--- src/rtl/fpda_pkg.sv ---
// ----------------------------------------------------------------------------
// fpda_pkg
// Shared constants, register codes and types of the decimal ASCII formatter.
// ----------------------------------------------------------------------------
package fpda_pkg;

	localparam int DEF_INT_BITS   = 24;
	localparam int DEF_FRAC_BITS  = 16;
	localparam int DEF_MAX_DIGITS = 8;
	localparam int DEF_MAX_FIELD  = 32;

	localparam int DIG_CNT_W  = 4;
	localparam int CHAR_W     = 8;
	localparam int FLEN_W     = 6;
	localparam int CFG_IDX_W  = 2;
	localparam int CFG_DATA_W = 8;

	localparam logic [CHAR_W-1:0] ASCII_ZERO = 8'd48;
	localparam logic [CHAR_W-1:0] MINUS_CHAR = 8'h2D;
	localparam int                RADIX      = 10;

	// register indexes
	localparam logic [CFG_IDX_W-1:0] REG_WHOLE_DIGITS    = 2'd0;
	localparam logic [CFG_IDX_W-1:0] REG_FRACTION_DIGITS = 2'd1;
	localparam logic [CFG_IDX_W-1:0] REG_DELIMITER_CHAR  = 2'd2;
	localparam logic [CFG_IDX_W-1:0] REG_FIELD_LENGTH    = 2'd3;

	localparam logic [DIG_CNT_W-1:0] RST_WHOLE_DIGITS    = 4'd4;
	localparam logic [DIG_CNT_W-1:0] RST_FRACTION_DIGITS = 4'd3;
	localparam logic [CHAR_W-1:0]    RST_DELIMITER_CHAR  = 8'd44;
	localparam logic [FLEN_W-1:0]    RST_FIELD_LENGTH    = 6'd10;

	// format of the field being emitted, fixed at the accepted transaction
	typedef struct packed {
		logic [DIG_CNT_W-1:0] nw;
		logic [DIG_CNT_W-1:0] nf;
		logic [CHAR_W-1:0]    delim;
		logic [FLEN_W-1:0]    len;
		logic                 neg;
	} fpda_fmt_t;

endpackage

--- src/rtl/fixed_point_to_decimal_ascii_core.sv ---
// ----------------------------------------------------------------------------
// fixed_point_to_decimal_ascii_core
// Formats a signed fixed-point value as a fixed-length decimal ASCII field.
// ----------------------------------------------------------------------------
// One value is taken at a time. After acceptance the conversion unit iterates
// over the INT_BITS integer bits (one double-dabble bit per cycle) and the
// MAX_DIGITS fractional digits (one per cycle) side by side, then the field
// goes out at one character per cycle while the output is not stalled.
// in_stall stays high until the last character of the field has been taken.
// Registers are to be written only while idle.
// ----------------------------------------------------------------------------
module fixed_point_to_decimal_ascii_core
	import fpda_pkg::*;
#(
	parameter int INT_BITS   = DEF_INT_BITS,
	parameter int FRAC_BITS  = DEF_FRAC_BITS,
	parameter int MAX_DIGITS = DEF_MAX_DIGITS,
	parameter int MAX_FIELD  = DEF_MAX_FIELD
) (
	input  logic                          clk,
	input  logic                          arst_n,
	input  logic                          cfg_we,
	input  logic [CFG_IDX_W-1:0]          cfg_index,
	input  logic [CFG_DATA_W-1:0]         cfg_data,
	input  logic                          in_valid,
	output logic                          in_stall,
	input  logic [INT_BITS+FRAC_BITS-1:0] value,
	output logic                          out_valid,
	input  logic                          out_stall,
	output logic [CHAR_W-1:0]             character,
	output logic                          last_char
);

	localparam logic [1:0] S_IDLE = 2'd0;
	localparam logic [1:0] S_CONV = 2'd1;
	localparam logic [1:0] S_EMIT = 2'd2;

	logic [1:0]           state_q;
	logic [DIG_CNT_W-1:0] whole_digits_q;
	logic [DIG_CNT_W-1:0] fraction_digits_q;
	logic [CHAR_W-1:0]    delimiter_char_q;
	logic [FLEN_W-1:0]    field_length_q;
	fpda_fmt_t            fmt_q;
	fpda_fmt_t            fmt_next;

	logic                    in_accept;
	logic                    conv_done;
	logic                    emit_done;
	logic [4*MAX_DIGITS-1:0] whole_bcd;
	logic [4*MAX_DIGITS-1:0] frac_bcd;

	assign in_stall  = (state_q != S_IDLE);
	assign in_accept = in_valid && !in_stall;

	always_ff @(posedge clk or negedge arst_n) begin
		if (!arst_n) begin
			whole_digits_q    <= RST_WHOLE_DIGITS;
			fraction_digits_q <= RST_FRACTION_DIGITS;
			delimiter_char_q  <= RST_DELIMITER_CHAR;
			field_length_q    <= RST_FIELD_LENGTH;
		end else if (cfg_we) begin
			unique case (cfg_index)
				REG_WHOLE_DIGITS:    whole_digits_q    <= cfg_data[DIG_CNT_W-1:0];
				REG_FRACTION_DIGITS: fraction_digits_q <= cfg_data[DIG_CNT_W-1:0];
				REG_DELIMITER_CHAR:  delimiter_char_q  <= cfg_data[CHAR_W-1:0];
				REG_FIELD_LENGTH:    field_length_q    <= cfg_data[FLEN_W-1:0];
				default: ;
			endcase
		end
	end

	// clamp digit counts and field length
	always_comb begin
		fmt_next.nw = (whole_digits_q > DIG_CNT_W'(MAX_DIGITS)) ? DIG_CNT_W'(MAX_DIGITS)
		                                                        : whole_digits_q;
		fmt_next.nf = (fraction_digits_q > DIG_CNT_W'(MAX_DIGITS)) ? DIG_CNT_W'(MAX_DIGITS)
		                                                           : fraction_digits_q;
		fmt_next.delim = delimiter_char_q;
		if (field_length_q == '0)
			fmt_next.len = FLEN_W'(1);
		else if ({1'b0, field_length_q} > (FLEN_W+1)'(MAX_FIELD))
			fmt_next.len = FLEN_W'(MAX_FIELD);
		else
			fmt_next.len = field_length_q;
		fmt_next.neg = value[INT_BITS+FRAC_BITS-1];
	end

	always_ff @(posedge clk) begin
		if (in_accept)
			fmt_q <= fmt_next;
	end

	always_ff @(posedge clk or negedge arst_n) begin
		if (!arst_n) begin
			state_q <= S_IDLE;
		end else begin
			unique case (state_q)
				S_IDLE: if (in_accept) state_q <= S_CONV;
				S_CONV: if (conv_done) state_q <= S_EMIT;
				S_EMIT: if (emit_done) state_q <= S_IDLE;
				default: state_q <= S_IDLE;
			endcase
		end
	end

	fpda_convert #(
		.INT_BITS   (INT_BITS),
		.FRAC_BITS  (FRAC_BITS),
		.MAX_DIGITS (MAX_DIGITS)
	) u_convert (
		.clk       (clk),
		.arst_n    (arst_n),
		.start     (in_accept),
		.value     (value),
		.done      (conv_done),
		.whole_bcd (whole_bcd),
		.frac_bcd  (frac_bcd)
	);

	fpda_emit #(
		.MAX_DIGITS (MAX_DIGITS)
	) u_emit (
		.clk       (clk),
		.arst_n    (arst_n),
		.start     (conv_done && (state_q == S_CONV)),
		.fmt       (fmt_q),
		.whole_bcd (whole_bcd),
		.frac_bcd  (frac_bcd),
		.out_stall (out_stall),
		.out_valid (out_valid),
		.character (character),
		.last_char (last_char),
		.done      (emit_done)
	);

endmodule

--- src/rtl/fpda_convert.sv ---
// ----------------------------------------------------------------------------
// fpda_convert
// Iterative binary to decimal unit: one double-dabble shift of the integer
// part and one multiply-by-ten of the fraction per cycle.
// ----------------------------------------------------------------------------
module fpda_convert
	import fpda_pkg::*;
#(
	parameter int INT_BITS   = DEF_INT_BITS,
	parameter int FRAC_BITS  = DEF_FRAC_BITS,
	parameter int MAX_DIGITS = DEF_MAX_DIGITS
) (
	input  logic                          clk,
	input  logic                          arst_n,
	input  logic                          start,
	input  logic [INT_BITS+FRAC_BITS-1:0] value,
	output logic                          done,
	output logic [4*MAX_DIGITS-1:0]       whole_bcd,
	output logic [4*MAX_DIGITS-1:0]       frac_bcd
);

	localparam int VW    = INT_BITS + FRAC_BITS;
	localparam int STEPS = (INT_BITS > MAX_DIGITS) ? INT_BITS : MAX_DIGITS;
	localparam int CNT_W = $clog2(STEPS);
	localparam int PW    = FRAC_BITS + 4;

	logic                    busy_q;
	logic [CNT_W-1:0]        cnt_q;
	logic [INT_BITS-1:0]     ipart_q;
	logic [FRAC_BITS-1:0]    frac_q;
	logic [4*MAX_DIGITS-1:0] bcd_q;
	logic [4*MAX_DIGITS-1:0] fbcd_q;

	logic [VW-1:0]           mag;
	logic [4*MAX_DIGITS-1:0] adj;
	logic [4*MAX_DIGITS-1:0] dabble_next;
	logic [PW-1:0]           prod;
	logic [4*MAX_DIGITS+3:0] fshift;
	logic                    int_step;
	logic                    frac_step;

	// most negative value gives 2^(VW-1), which still fits unsigned
	assign mag = value[VW-1] ? (~value + VW'(1)) : value;

	always_comb begin
		for (int k = 0; k < MAX_DIGITS; k++) begin
			adj[4*k +: 4] = (bcd_q[4*k +: 4] >= 4'd5) ? (bcd_q[4*k +: 4] + 4'd3)
			                                          : bcd_q[4*k +: 4];
		end
	end

	// carry out of the top digit is dropped: integer part modulo 10^MAX_DIGITS
	assign dabble_next = {adj[4*MAX_DIGITS-2:0], ipart_q[INT_BITS-1]};
	assign prod        = {4'b0, frac_q} * PW'(RADIX);
	assign fshift      = {prod[FRAC_BITS +: 4], fbcd_q};
	assign int_step    = {1'b0, cnt_q} < (CNT_W+1)'(INT_BITS);
	assign frac_step   = {1'b0, cnt_q} < (CNT_W+1)'(MAX_DIGITS);
	assign done        = busy_q && (cnt_q == CNT_W'(STEPS - 1));

	always_ff @(posedge clk or negedge arst_n) begin
		if (!arst_n) begin
			busy_q <= 1'b0;
			cnt_q  <= '0;
		end else if (start) begin
			busy_q <= 1'b1;
			cnt_q  <= '0;
		end else if (busy_q) begin
			cnt_q <= cnt_q + CNT_W'(1);
			if (done)
				busy_q <= 1'b0;
		end
	end

	always_ff @(posedge clk) begin
		if (start) begin
			ipart_q <= mag[VW-1:FRAC_BITS];
			frac_q  <= mag[FRAC_BITS-1:0];
			bcd_q   <= '0;
		end else if (busy_q) begin
			if (int_step) begin
				bcd_q   <= dabble_next;
				ipart_q <= {ipart_q[INT_BITS-2:0], 1'b0};
			end
			// first fractional digit ends up in entry 0
			if (frac_step) begin
				frac_q <= prod[FRAC_BITS-1:0];
				fbcd_q <= fshift[4*MAX_DIGITS+3:4];
			end
		end
	end

	assign whole_bcd = bcd_q;
	assign frac_bcd  = fbcd_q;

endmodule

--- src/rtl/fpda_emit.sv ---
// ----------------------------------------------------------------------------
// fpda_emit
// Character sequencer: walks the field one position per transaction and
// holds the current character in the output register.
// ----------------------------------------------------------------------------
module fpda_emit
	import fpda_pkg::*;
#(
	parameter int MAX_DIGITS = DEF_MAX_DIGITS
) (
	input  logic                    clk,
	input  logic                    arst_n,
	input  logic                    start,
	input  fpda_fmt_t               fmt,
	input  logic [4*MAX_DIGITS-1:0] whole_bcd,
	input  logic [4*MAX_DIGITS-1:0] frac_bcd,
	input  logic                    out_stall,
	output logic                    out_valid,
	output logic [CHAR_W-1:0]       character,
	output logic                    last_char,
	output logic                    done
);

	localparam int IDX_W = (MAX_DIGITS > 1) ? $clog2(MAX_DIGITS) : 1;

	logic              active_q;
	logic [FLEN_W-1:0] pos_q;
	logic              out_valid_q;
	logic [CHAR_W-1:0] char_q;
	logic              last_q;

	logic              load;
	logic              is_last;
	logic [FLEN_W-1:0] seq;
	logic [FLEN_W-1:0] nw_ext;
	logic [FLEN_W-1:0] nf_ext;
	logic [FLEN_W-1:0] widx;
	logic [FLEN_W-1:0] fidx;
	logic [3:0]        wdig;
	logic [3:0]        fdig;
	logic [CHAR_W-1:0] char_next;

	assign load    = active_q && (!out_valid_q || !out_stall);
	assign is_last = ({1'b0, pos_q} + 7'd1) == {1'b0, fmt.len};

	// position within the digit sequence, the sign taking slot zero
	assign seq    = pos_q - {{(FLEN_W-1){1'b0}}, fmt.neg};
	assign nw_ext = FLEN_W'(fmt.nw);
	assign nf_ext = FLEN_W'(fmt.nf);
	assign widx   = nw_ext - FLEN_W'(1) - seq;
	assign fidx   = seq - nw_ext - FLEN_W'(1);
	assign wdig   = whole_bcd[4*widx[IDX_W-1:0] +: 4];
	assign fdig   = frac_bcd[4*fidx[IDX_W-1:0] +: 4];

	always_comb begin
		if (fmt.neg && (pos_q == '0))
			char_next = MINUS_CHAR;
		else if (seq < nw_ext)
			char_next = ASCII_ZERO + {4'b0, wdig};
		else if (seq == nw_ext)
			char_next = fmt.delim;
		else if (fidx < nf_ext)
			char_next = ASCII_ZERO + {4'b0, fdig};
		else
			char_next = '0;
	end

	always_ff @(posedge clk or negedge arst_n) begin
		if (!arst_n) begin
			active_q    <= 1'b0;
			pos_q       <= '0;
			out_valid_q <= 1'b0;
		end else begin
			if (start) begin
				active_q <= 1'b1;
				pos_q    <= '0;
			end else if (load) begin
				pos_q <= pos_q + FLEN_W'(1);
				if (is_last)
					active_q <= 1'b0;
			end
			if (load)
				out_valid_q <= 1'b1;
			else if (!out_stall)
				out_valid_q <= 1'b0;
		end
	end

	always_ff @(posedge clk) begin
		if (load) begin
			char_q <= char_next;
			last_q <= is_last;
		end
	end

	assign out_valid = out_valid_q;
	assign character = char_q;
	assign last_char = last_q;
	assign done      = out_valid_q && !out_stall && last_q;

endmodule

--- config.mk ---
export PLATFORM = sky130hd
export DESIGN_NAME = fixed_point_to_decimal_ascii_core
export DESIGN_NICKNAME = d
export VERILOG_FILES = /design/src/rtl/fpda_pkg.sv /design/src/rtl/fixed_point_to_decimal_ascii_core.sv /design/src/rtl/fpda_convert.sv /design/src/rtl/fpda_emit.sv
export SDC_FILE = /design/constraint.sdc
export NUM_CORES = 1
export LEC_CHECK = 0
export BUFFER_PORTS_ARGS = -buffer_cell sky130_fd_sc_hd__buf_2
export CAP_MARGIN = 20
export CORE_ASPECT_RATIO = 1.25
export CORE_MARGIN = 5
export CORE_UTILIZATION = 60
export CTS_CLUSTER_DIAMETER = 150
export DETAILED_ROUTE_END_ITERATION = 16
export GPL_TIMING_DRIVEN = 0
export PLACE_DENSITY = 0.76
export SETUP_SLACK_MARGIN = 0.4
export SLEW_MARGIN = 40
export SYNTH_ARGS = -nofsm -noshare
export SYNTH_HDL_FRONTEND = slang
export SYNTH_SLANG_ARGS = --single-unit
--- constraint.sdc ---
create_clock -name clk -period 5.8 [get_ports clk]
set_input_delay 1.16 -clock clk [delete_from_list [all_inputs] [get_ports clk]]
set_output_delay 1.16 -clock clk [all_outputs]
set_load 0.01 [all_outputs]
==> results.rst, run 1 <==
.. list-table::
   :header-rows: 1

   * - Metric
     - Value
   * - Run status
     - complete, no violations
   * - Total iterations of the first detailed-routing run
     - 5
   * - Number of standard cells after synthesis
     - 919
   * - Fraction of post-synthesis cell area in the top cell type by area
     - 0.319
   * - Clock-pin transition on the worst setup and hold timing paths
     - around 70 ps
   * - Cell with the most instances after synthesis
     - edfxtp_1
   * - Number of placement rows
     - between 50 and 60
   * - Worst r2r path cells
     - 11
   * - Element type at the critical path start
     - flop
   * - Number of enable flip-flop cells after synthesis
     - ~100
   * - End-of-flow core utilization
     - 0.685
   * - Total negative setup slack
     - 0 ps
   * - Final Hold Violating Endpoints
     - 0
   * - Via count of the first global-routing pass
     - just over 7000
   * - Clock latency reported for the late side of the worst-skew pair
     - ~430 ps
   * - Headroom to the max-slew limit
     - 0.457
   * - Initial antenna violation count
     - 0
   * - Number of max-cap violations
     - 0
   * - Post-synthesis area per instance
     - about 11 um^2
   * - Die Span Y
     - between 150 and 200 um
   * - Mapped Nets
     - ~1000
   * - Fillers
     - approximately 1200
   * - I/O pin count
     - 66
   * - Total power per unit cell area
     - approximately 660 mW/mm^2
   * - Crit path DAT
     - 4060 ps
   * - # Post-CTS Setup Buffers
     - 0
   * - Start point of the critical path
     - u_emit.pos_q[0]
   * - Number of distinct library cells after synthesis
     - between 60 and 70
   * - Final clock skew
     - ~8.5 ps
   * - Fraction of final layout cells sized beyond drive strength 1
     - 0.162
   * - Worst Path Class, Setup
     - reg2reg
   * - Pre-CTS setup slack
     - roughly 2100 ps
   * - Number of antenna-violating nets in the routed design
     - 0
   * - Final setup violating endpoints
     - 0
   * - WL met2
     - between 10000 and 15000 um
   * - Via count of the routed design
     - 7000
   * - Area after detailed placement
     - ~0.010 mm^2
   * - Highest signal layer in the routed design
     - met4
   * - Predominant post-synthesis flop cell
     - edfxtp_1
   * - Setup slack, reg-to-reg
     - 2000 ps
   * - Leftover overflow at the end of global routing
     - 0
   * - Cells taking the most area after synthesis
     - edfxtp_1, dfrtp_1, ha_1
   * - Met1 Routed Length
     - around 8600 um
   * - Capturing point of the worst reg2reg path
     - u_emit.character[2]
   * - Post-synthesis sequential area ratio
     - 0.482
   * - Overall die width
     - between 100 and 150 um
   * - Total routing usage reported by global routing
     - 0.225
   * - Area of the die
     - between 0.015 and 0.02 mm^2
   * - Clock sink count
     - 174
   * - RD Place Congestion
     - ~0.90
   * - Antenna diode instance count
     - 0
   * - Number of DRC markers after the initial detailed-route iteration
     - ~360
   * - Area of the mapped netlist
     - 0.00980 mm^2
   * - Total clock buffers created by CTS
     - 17
   * - Hold_buf cts
     - 0
   * - Most area-hungry cell type in the Yosys netlist
     - edfxtp_1
   * - Startpoint of the worst register-to-register path
     - u_emit.pos_q[0]
   * - Synthesis-stage register bit count
     - ~170
   * - Count of synthesis-stage warnings from yosys
     - 0
   * - Worst vdd ir
     - ~0.00033 V
   * - Shortest period the worst path allows
     - 3800 ps
   * - Slew @ Worst Pin
     - around 800 ps
   * - Drt via density
     - 5.67
   * - H-tree depth reported by CTS
     - 4
   * - Input/output buffers
     - 65
   * - Largest net degree at the start of global routing
     - 39
   * - Final number of max-transition violations
     - 0
   * - Maximum buffer depth of the clock tree
     - 2
   * - Area growth from synthesis to final layout
     - 12.8%
   * - Kind of end point of the critical path
     - flop
   * - Async set-or-reset flop fraction in the synthesized netlist
     - 0.218
   * - Static leakage power
     - between 4 and 5 nW
   * - Starting Density
     - 0.608
   * - Final WL
     - 20700 um
   * - Floorplan core area
     - about 0.016 mm^2
   * - Unrepaired setup endpoints after global routing
     - no
   * - Highest attainable clock frequency
     - 263 MHz
   * - Worst endpoint required time
     - between 6000 and 7000 ps
   * - Half-perimeter wire length after placement
     - approximately 15000 um
   * - Final period util
     - 0.655
   * - Worst min path class
     - reg2reg
   * - TritonCTS clock tree
     - built
   * - PnR worst setup slack
     - 2000 ps
   * - Commonest cells in the synthesized netlist
     - edfxtp_1, nand2_1, o21ai_0, nor2_1, ha_1
   * - Detailed-route DRC error count
     - 0
   * - Worst setup path end
     - u_emit.character[2]
   * - Global-route wire length before repair
     - about 35000 um
   * - Peak fanout along the critical path
     - 5
   * - Post-layout nets
     - 1122
   * - Final cell area excluding filler cells
     - approximately 0.011 mm^2
   * - Met3 wirelength from detailed routing
     - ~800 um
   * - Clock Root Buffer
     - clkbuf_16
   * - Routed length per instance
     - about 17 um
   * - Total of cells resized after clock tree synthesis
     - 0
-- per-layer routing --
| layer | vias to the layer above | global-route usage |
|---|---|---|
| li1 | 3493 | - |
| met1 | 3310 | 0.266 |
| met2 | 160 | 0.407 |
| met3 | 37 | 0.0405 |
| met4 | 0 | 0.0867 |
| met5 | - | 0 |
-- sequential cells by signal, summed over array words and instances (netlist names), 2 cells and up --
signal / cells
u_convert.frac_bcd: 32
u_convert.whole_bcd: 32
u_convert.ipart_q: 24
fmt_q: 23
u_convert.frac_q: 16
delimiter_char_q: 8
u_emit.character: 8
field_length_q: 6
u_emit.pos_q: 6
u_convert.cnt_q: 5
fraction_digits_q: 4
whole_digits_q: 4
state_q: 2
-- per-stage QoR --
step / hold slack (ps) / power, mW / instances
6_report: 442 / 7.26 / 1234
5_1_grt: 465 / 7.85 / 1234
4_1_cts: 447 / 7.29 / 1234
3_5_place_dp: 430 / 6.08 / 1202
3_3_place_gp: 424 / 5.93 / 1200
2_1_floorplan: 419 / 5.13 / 919
-- worst max-delay path, cell delays in order (launching register included) --
cell	delay, ps
dfrtp_1	450
inv_1	90
ha_1	220
ha_1	340
inv_1	80
fa_1	440
xor2_1	500
ha_1	340
a21o_1	170
a2111oi_2	590
nand3_1	170
a31oi_1	220
-- final cells by class --
class | count | area (um^2) | share of cell area
inverters | 41 | 154 | 0.0139
clock buffers | 19 | 454 | 0.0411
repair buffers | 67 | 383 | 0.0346
well taps | 216 | 270 | 0.0244
plain buffers | 36 | 139 | 0.0126
flip-flops and latches | 174 | 4720 | 0.427
multi-input cells | 668 | 4800 | 0.434
clock inverters | 13 | 138 | 0.0124
-- cell families after synthesis --
kind of cell | after synthesis | share of synthesized area
AOI/OAI and AO/OA | 187 | 0.113
xor gates and xnor gates | 86 | 0.0768
adders and majority gates | 62 | 0.0814
buffers and inverters | 77 | 0.0297
DFF | 174 | 0.482
muxes | 50 | 0.0748
and+or+nand+nor | 283 | 0.143
-- cell usage in the layout (no fill, tap or decap), types with 30 or more instances in the layout --
cell type	count
a21oi_1	58
buf_2	66
clkbuf_1	33
dfrtp_1	30
dfxtp_1	32
edfxtp_1	104
ha_1	59
inv_1	40
nand2_1	96
nor2_1	63
o21ai_0	70
xor2_1	58
-- how the worst min path moves through the flow --
stage                           start                endpoint  slack (ps)  cells past startpoint
6_report          delimiter_char_q[4]               fmt_q[11]         440                      0
4_1_cts           delimiter_char_q[4]               fmt_q[11]         450                      0
5_1_grt        u_convert.frac_bcd[21]  u_convert.frac_bcd[17]         460                      0
3_3_place_gp      delimiter_char_q[4]               fmt_q[11]         420                      0
2_1_floorplan     delimiter_char_q[4]               fmt_q[11]         420                      0
3_5_place_dp      delimiter_char_q[4]               fmt_q[11]         430                      0
-- where the power goes --
part	internal, mW	switching, mW
clock	0.661	0.484
sequential	2.10	0.331
combinational	1.58	2.10
Note: power is estimated with default switching activity, not from simulation.
==> run 2, diff against run 1 <==
Clock period 5.8 ns to 3.9 ns, I/O delays scaled along.
==> run 2 against run 1 <==
Effect of this change: final cell count stayed put; critical path depth stayed put; total power is 50% higher; sequential share of layout area is 0.14 points lower; die area stayed put; utilization is 0.25 points higher; sequential power is 48% higher; count of clock-buffer cells in the layout stayed put; sequential cell count stayed put; register-to-register slack worse by 1400 ps; fmax is 15% higher; clock skew is 3.5 ps higher; largest cell class unchanged; largest power group unchanged.
==> results.rst, run 2 (synthesis gave the netlist of run 1 again) <==
.. list-table::
   :header-rows: 1

   * - Metric
     - Value
   * - Run status
     - complete, no violations (unchanged)
   * - Via count of the routed design
     - 7126 (was 7000)
   * - Initial antenna violation count
     - 0 (unchanged)
   * - Maximum buffer depth of the clock tree
     - 2 (unchanged)
   * - Static leakage power
     - 4.54 nW (was 4.55 nW)
   * - Startpoint of the worst register-to-register path
     - u_emit.pos_q[0] (unchanged)
   * - GRT met1 Usage
     - 0.269 (was 0.266)
   * - Sequential cell area
     - 0.00473 mm^2 (was 0.00472 mm^2)
   * - Leftover overflow at the end of global routing
     - 0 (unchanged)
   * - Start point of the critical path
     - u_emit.pos_q[0] (unchanged)
   * - Antenna diode instance count
     - 0 (unchanged)
   * - Total iterations of the first detailed-routing run
     - 6 (was 5)
   * - PnR worst setup slack
     - 586 ps (was 2000 ps)
   * - Number of placement rows
     - 52 (unchanged)
   * - GRT met2 Usage
     - 0.397 (was 0.407)
   * - Half-perimeter wire length after placement
     - 14900 um (was 15000 um)
   * - Worst min path class
     - in2async (was reg2reg)
   * - # Post-CTS Setup Buffers
     - 0 (unchanged)
   * - H-tree depth reported by CTS
     - 4 (unchanged)
   * - Detailed-route DRC error count
     - 0 (unchanged)
   * - I/O pin count
     - 66 (unchanged)
   * - Die Span Y
     - 153 um (unchanged)
   * - Combinational share of power
     - 0.512 (was 0.508)
   * - Area used by multi-input combinational logic
     - 0.00484 mm^2 (was 0.00480 mm^2)
   * - Shortest period the worst path allows
     - 3310 ps (was 3800 ps)
   * - Clock latency reported for the late side of the worst-skew pair
     - 430 ps (about the same)
   * - Setup slack, reg-to-reg
     - 590 ps (was 2000 ps)
   * - Net Switching
     - 4.39 mW (was 2.92 mW)
   * - Kind of end point of the critical path
     - flop (unchanged)
   * - Final Hold Violating Endpoints
     - 0 (unchanged)
   * - Number of max-cap violations
     - 0 (unchanged)
   * - Headroom to the max-slew limit
     - 0.523 (was 0.457)
   * - Largest net degree at the start of global routing
     - 39 (unchanged)
   * - Area of the die
     - 0.0190 mm^2 (unchanged)
   * - Fillers
     - 1243 (was 1236)
   * - Worst Path Class, Setup
     - reg2reg (unchanged)
   * - TritonCTS clock tree
     - built (unchanged)
   * - Part of the power in the clock network
     - 0.156 (was 0.158)
   * - Peak fanout along the critical path
     - 5 (unchanged)
   * - Element type at the critical path start
     - flop (unchanged)
   * - Most common library cell in the layout ignoring fill and taps
     - edfxtp_1 (unchanged)
   * - Final WL
     - 20500 um (was 20700 um)
   * - Input/output buffers
     - 65 (unchanged)
   * - Clock sink count
     - 174 (unchanged)
   * - Crit path DAT
     - 3580 ps (was 4060 ps)
   * - Part of the power in registers
     - 0.332 (was 0.335)
   * - Capturing point of the worst reg2reg path
     - u_emit.character[0] (was u_emit.character[2])
   * - Clock Root Buffer
     - clkbuf_16 (unchanged)
   * - Global-route wire length before repair
     - 34500 um (was 35000 um)
   * - Unrepaired setup endpoints after global routing
     - no (unchanged)
   * - Routed length per instance
     - 16.6 um (was 16.8 um)
   * - Final period util
     - 0.850 (was 0.655)
   * - RD Place Congestion
     - 0.881 (was 0.896)
   * - Total routing usage reported by global routing
     - 0.220 (was 0.225)
   * - Worst r2r path cells
     - 11 (unchanged)
   * - Final setup violating endpoints
     - 0 (unchanged)
   * - Total power per unit cell area
     - 979 mW/mm^2 (was 656 mW/mm^2)
   * - Worst endpoint required time
     - 4170 ps (was 6060 ps)
   * - Drt via density
     - 5.77 (was 5.67)
   * - Number of DRC markers after the initial detailed-route iteration
     - 405 (was 361)
   * - Pre-CTS setup slack
     - 212 ps (was 2090 ps)
   * - Routing usage on met3
     - 0.0436 (was 0.0405)
   * - Area growth from synthesis to final layout
     - 13.2% (was 12.8%)
   * - Worst setup path end
     - u_emit.character[0] (was u_emit.character[2])
   * - Fraction of final layout cells sized beyond drive strength 1
     - 0.166 (was 0.162)
   * - Hold_buf cts
     - 0 (unchanged)
   * - Starting Density
     - 0.608 (unchanged)
   * - Floorplan core area
     - 0.0161 mm^2 (unchanged)
   * - Commonest non-fill, non-tap cells in the layout
     - edfxtp_1, nand2_1, o21ai_0, buf_2, nor2_1 (unchanged)
   * - Overall die width
     - 124 um (unchanged)
   * - Pint
     - 6.47 mW (was 4.34 mW)
   * - Final number of max-transition violations
     - 0 (unchanged)
   * - Clock-pin transition on the worst setup and hold timing paths
     - 70 ps (about the same)
   * - Highest attainable clock frequency
     - 302 MHz (was 263 MHz)
   * - Slew @ Worst Pin
     - 708 ps (was 808 ps)
   * - Final clock skew
     - 12.0 ps (was 8.53 ps)
   * - Busiest metal layer after global routing
     - met2 (unchanged)
   * - Via count of the first global-routing pass
     - 7241 (was 7194)
   * - Total clock buffers created by CTS
     - 17 (unchanged)
   * - Worst-case hold slack
     - 307 ps (was 442 ps)
   * - Fraction of power spent switching nets
     - 0.404 (was 0.402)
   * - Worst vdd ir
     - 0.000501 V (was 0.000331 V)
   * - Post-layout nets
     - 1122 (unchanged)
   * - Number of antenna-violating nets in the routed design
     - 0 (unchanged)
-- run 2: worst min path at each step --
stage | start | end | slack, ps | depth (start not counted)
floorplan | delimiter_char_q[4] | fmt_q[11] | 420 | 0
global placement | u_convert.frac_bcd[20] | u_convert.frac_bcd[16] | 420 | 0
detailed placement | delimiter_char_q[4] | fmt_q[11] | 430 | 0
CTS | arst_n | u_emit.pos_q[4] | 320 | 1
global route | arst_n | u_emit.out_valid | 350 | 1
finish | arst_n | u_emit.pos_q[4] | 310 | 1
-- run 2: layer usage --
metal,up-vias,share of wire
li1,3498,-
met1,3434,0.41
met2,172,0.53
met3,22,0.042
met4,0,0.015
met5,-,0
-- run 2: repair_timing --
action / 4_1_cts / 5_1_grt
resized for setup: 3 / 2
pin swaps: 0 / 2
setup endpoints to repair: 6 / 6
-- run 2: layout make-up --
| type | instances | area share |
|---|---|---|
| Clock inverter | 13 | 0.0139 |
| Inverter | 41 | 0.0139 |
| Clock buffer | 19 | 0.0390 |
| Multi-Input combinational cell | 668 | 0.436 |
| Sequential cell | 174 | 0.426 |
| Tap cell | 216 | 0.0243 |
| Buffer | 36 | 0.0125 |
| Timing Repair Buffer | 67 | 0.0345 |
-- run 2: worst max-delay path, cell delays in order, from the launching register on --
cell,delay (ps)
dfrtp_2,420
inv_1,80
ha_1,220
ha_1,340
inv_1,90
fa_1,500
xor2_4,280
ha_1,280
a21o_1,190
a2111oi_4,420
nand3_1,150
a31oi_1,190
-- run 2: through the flow --
step	utilization	TNS [ps]	power, mW	instances	area [um^2]
2_1_floorplan	-	0	7.63	919	9810
3_3_place_gp	0.645	-11120	8.82	1200	10400
3_5_place_dp	0.649	0	9.03	1202	10500
4_1_cts	0.687	0	10.9	1234	11100
5_1_grt	0.688	0	11.8	1234	11100
6_report	0.688	0	10.9	1234	11100
-- run 2: power groups by stage --
stage	clock [mW]	combinational (mW)	sequential [mW]
2_1_floorplan	0	4.14	3.49
3_3_place_gp	0	5.22	3.61
3_5_place_dp	0	5.41	3.63
4_1_cts	1.71	5.54	3.61
5_1_grt	1.80	6.28	3.69
6_report	1.70	5.56	3.60
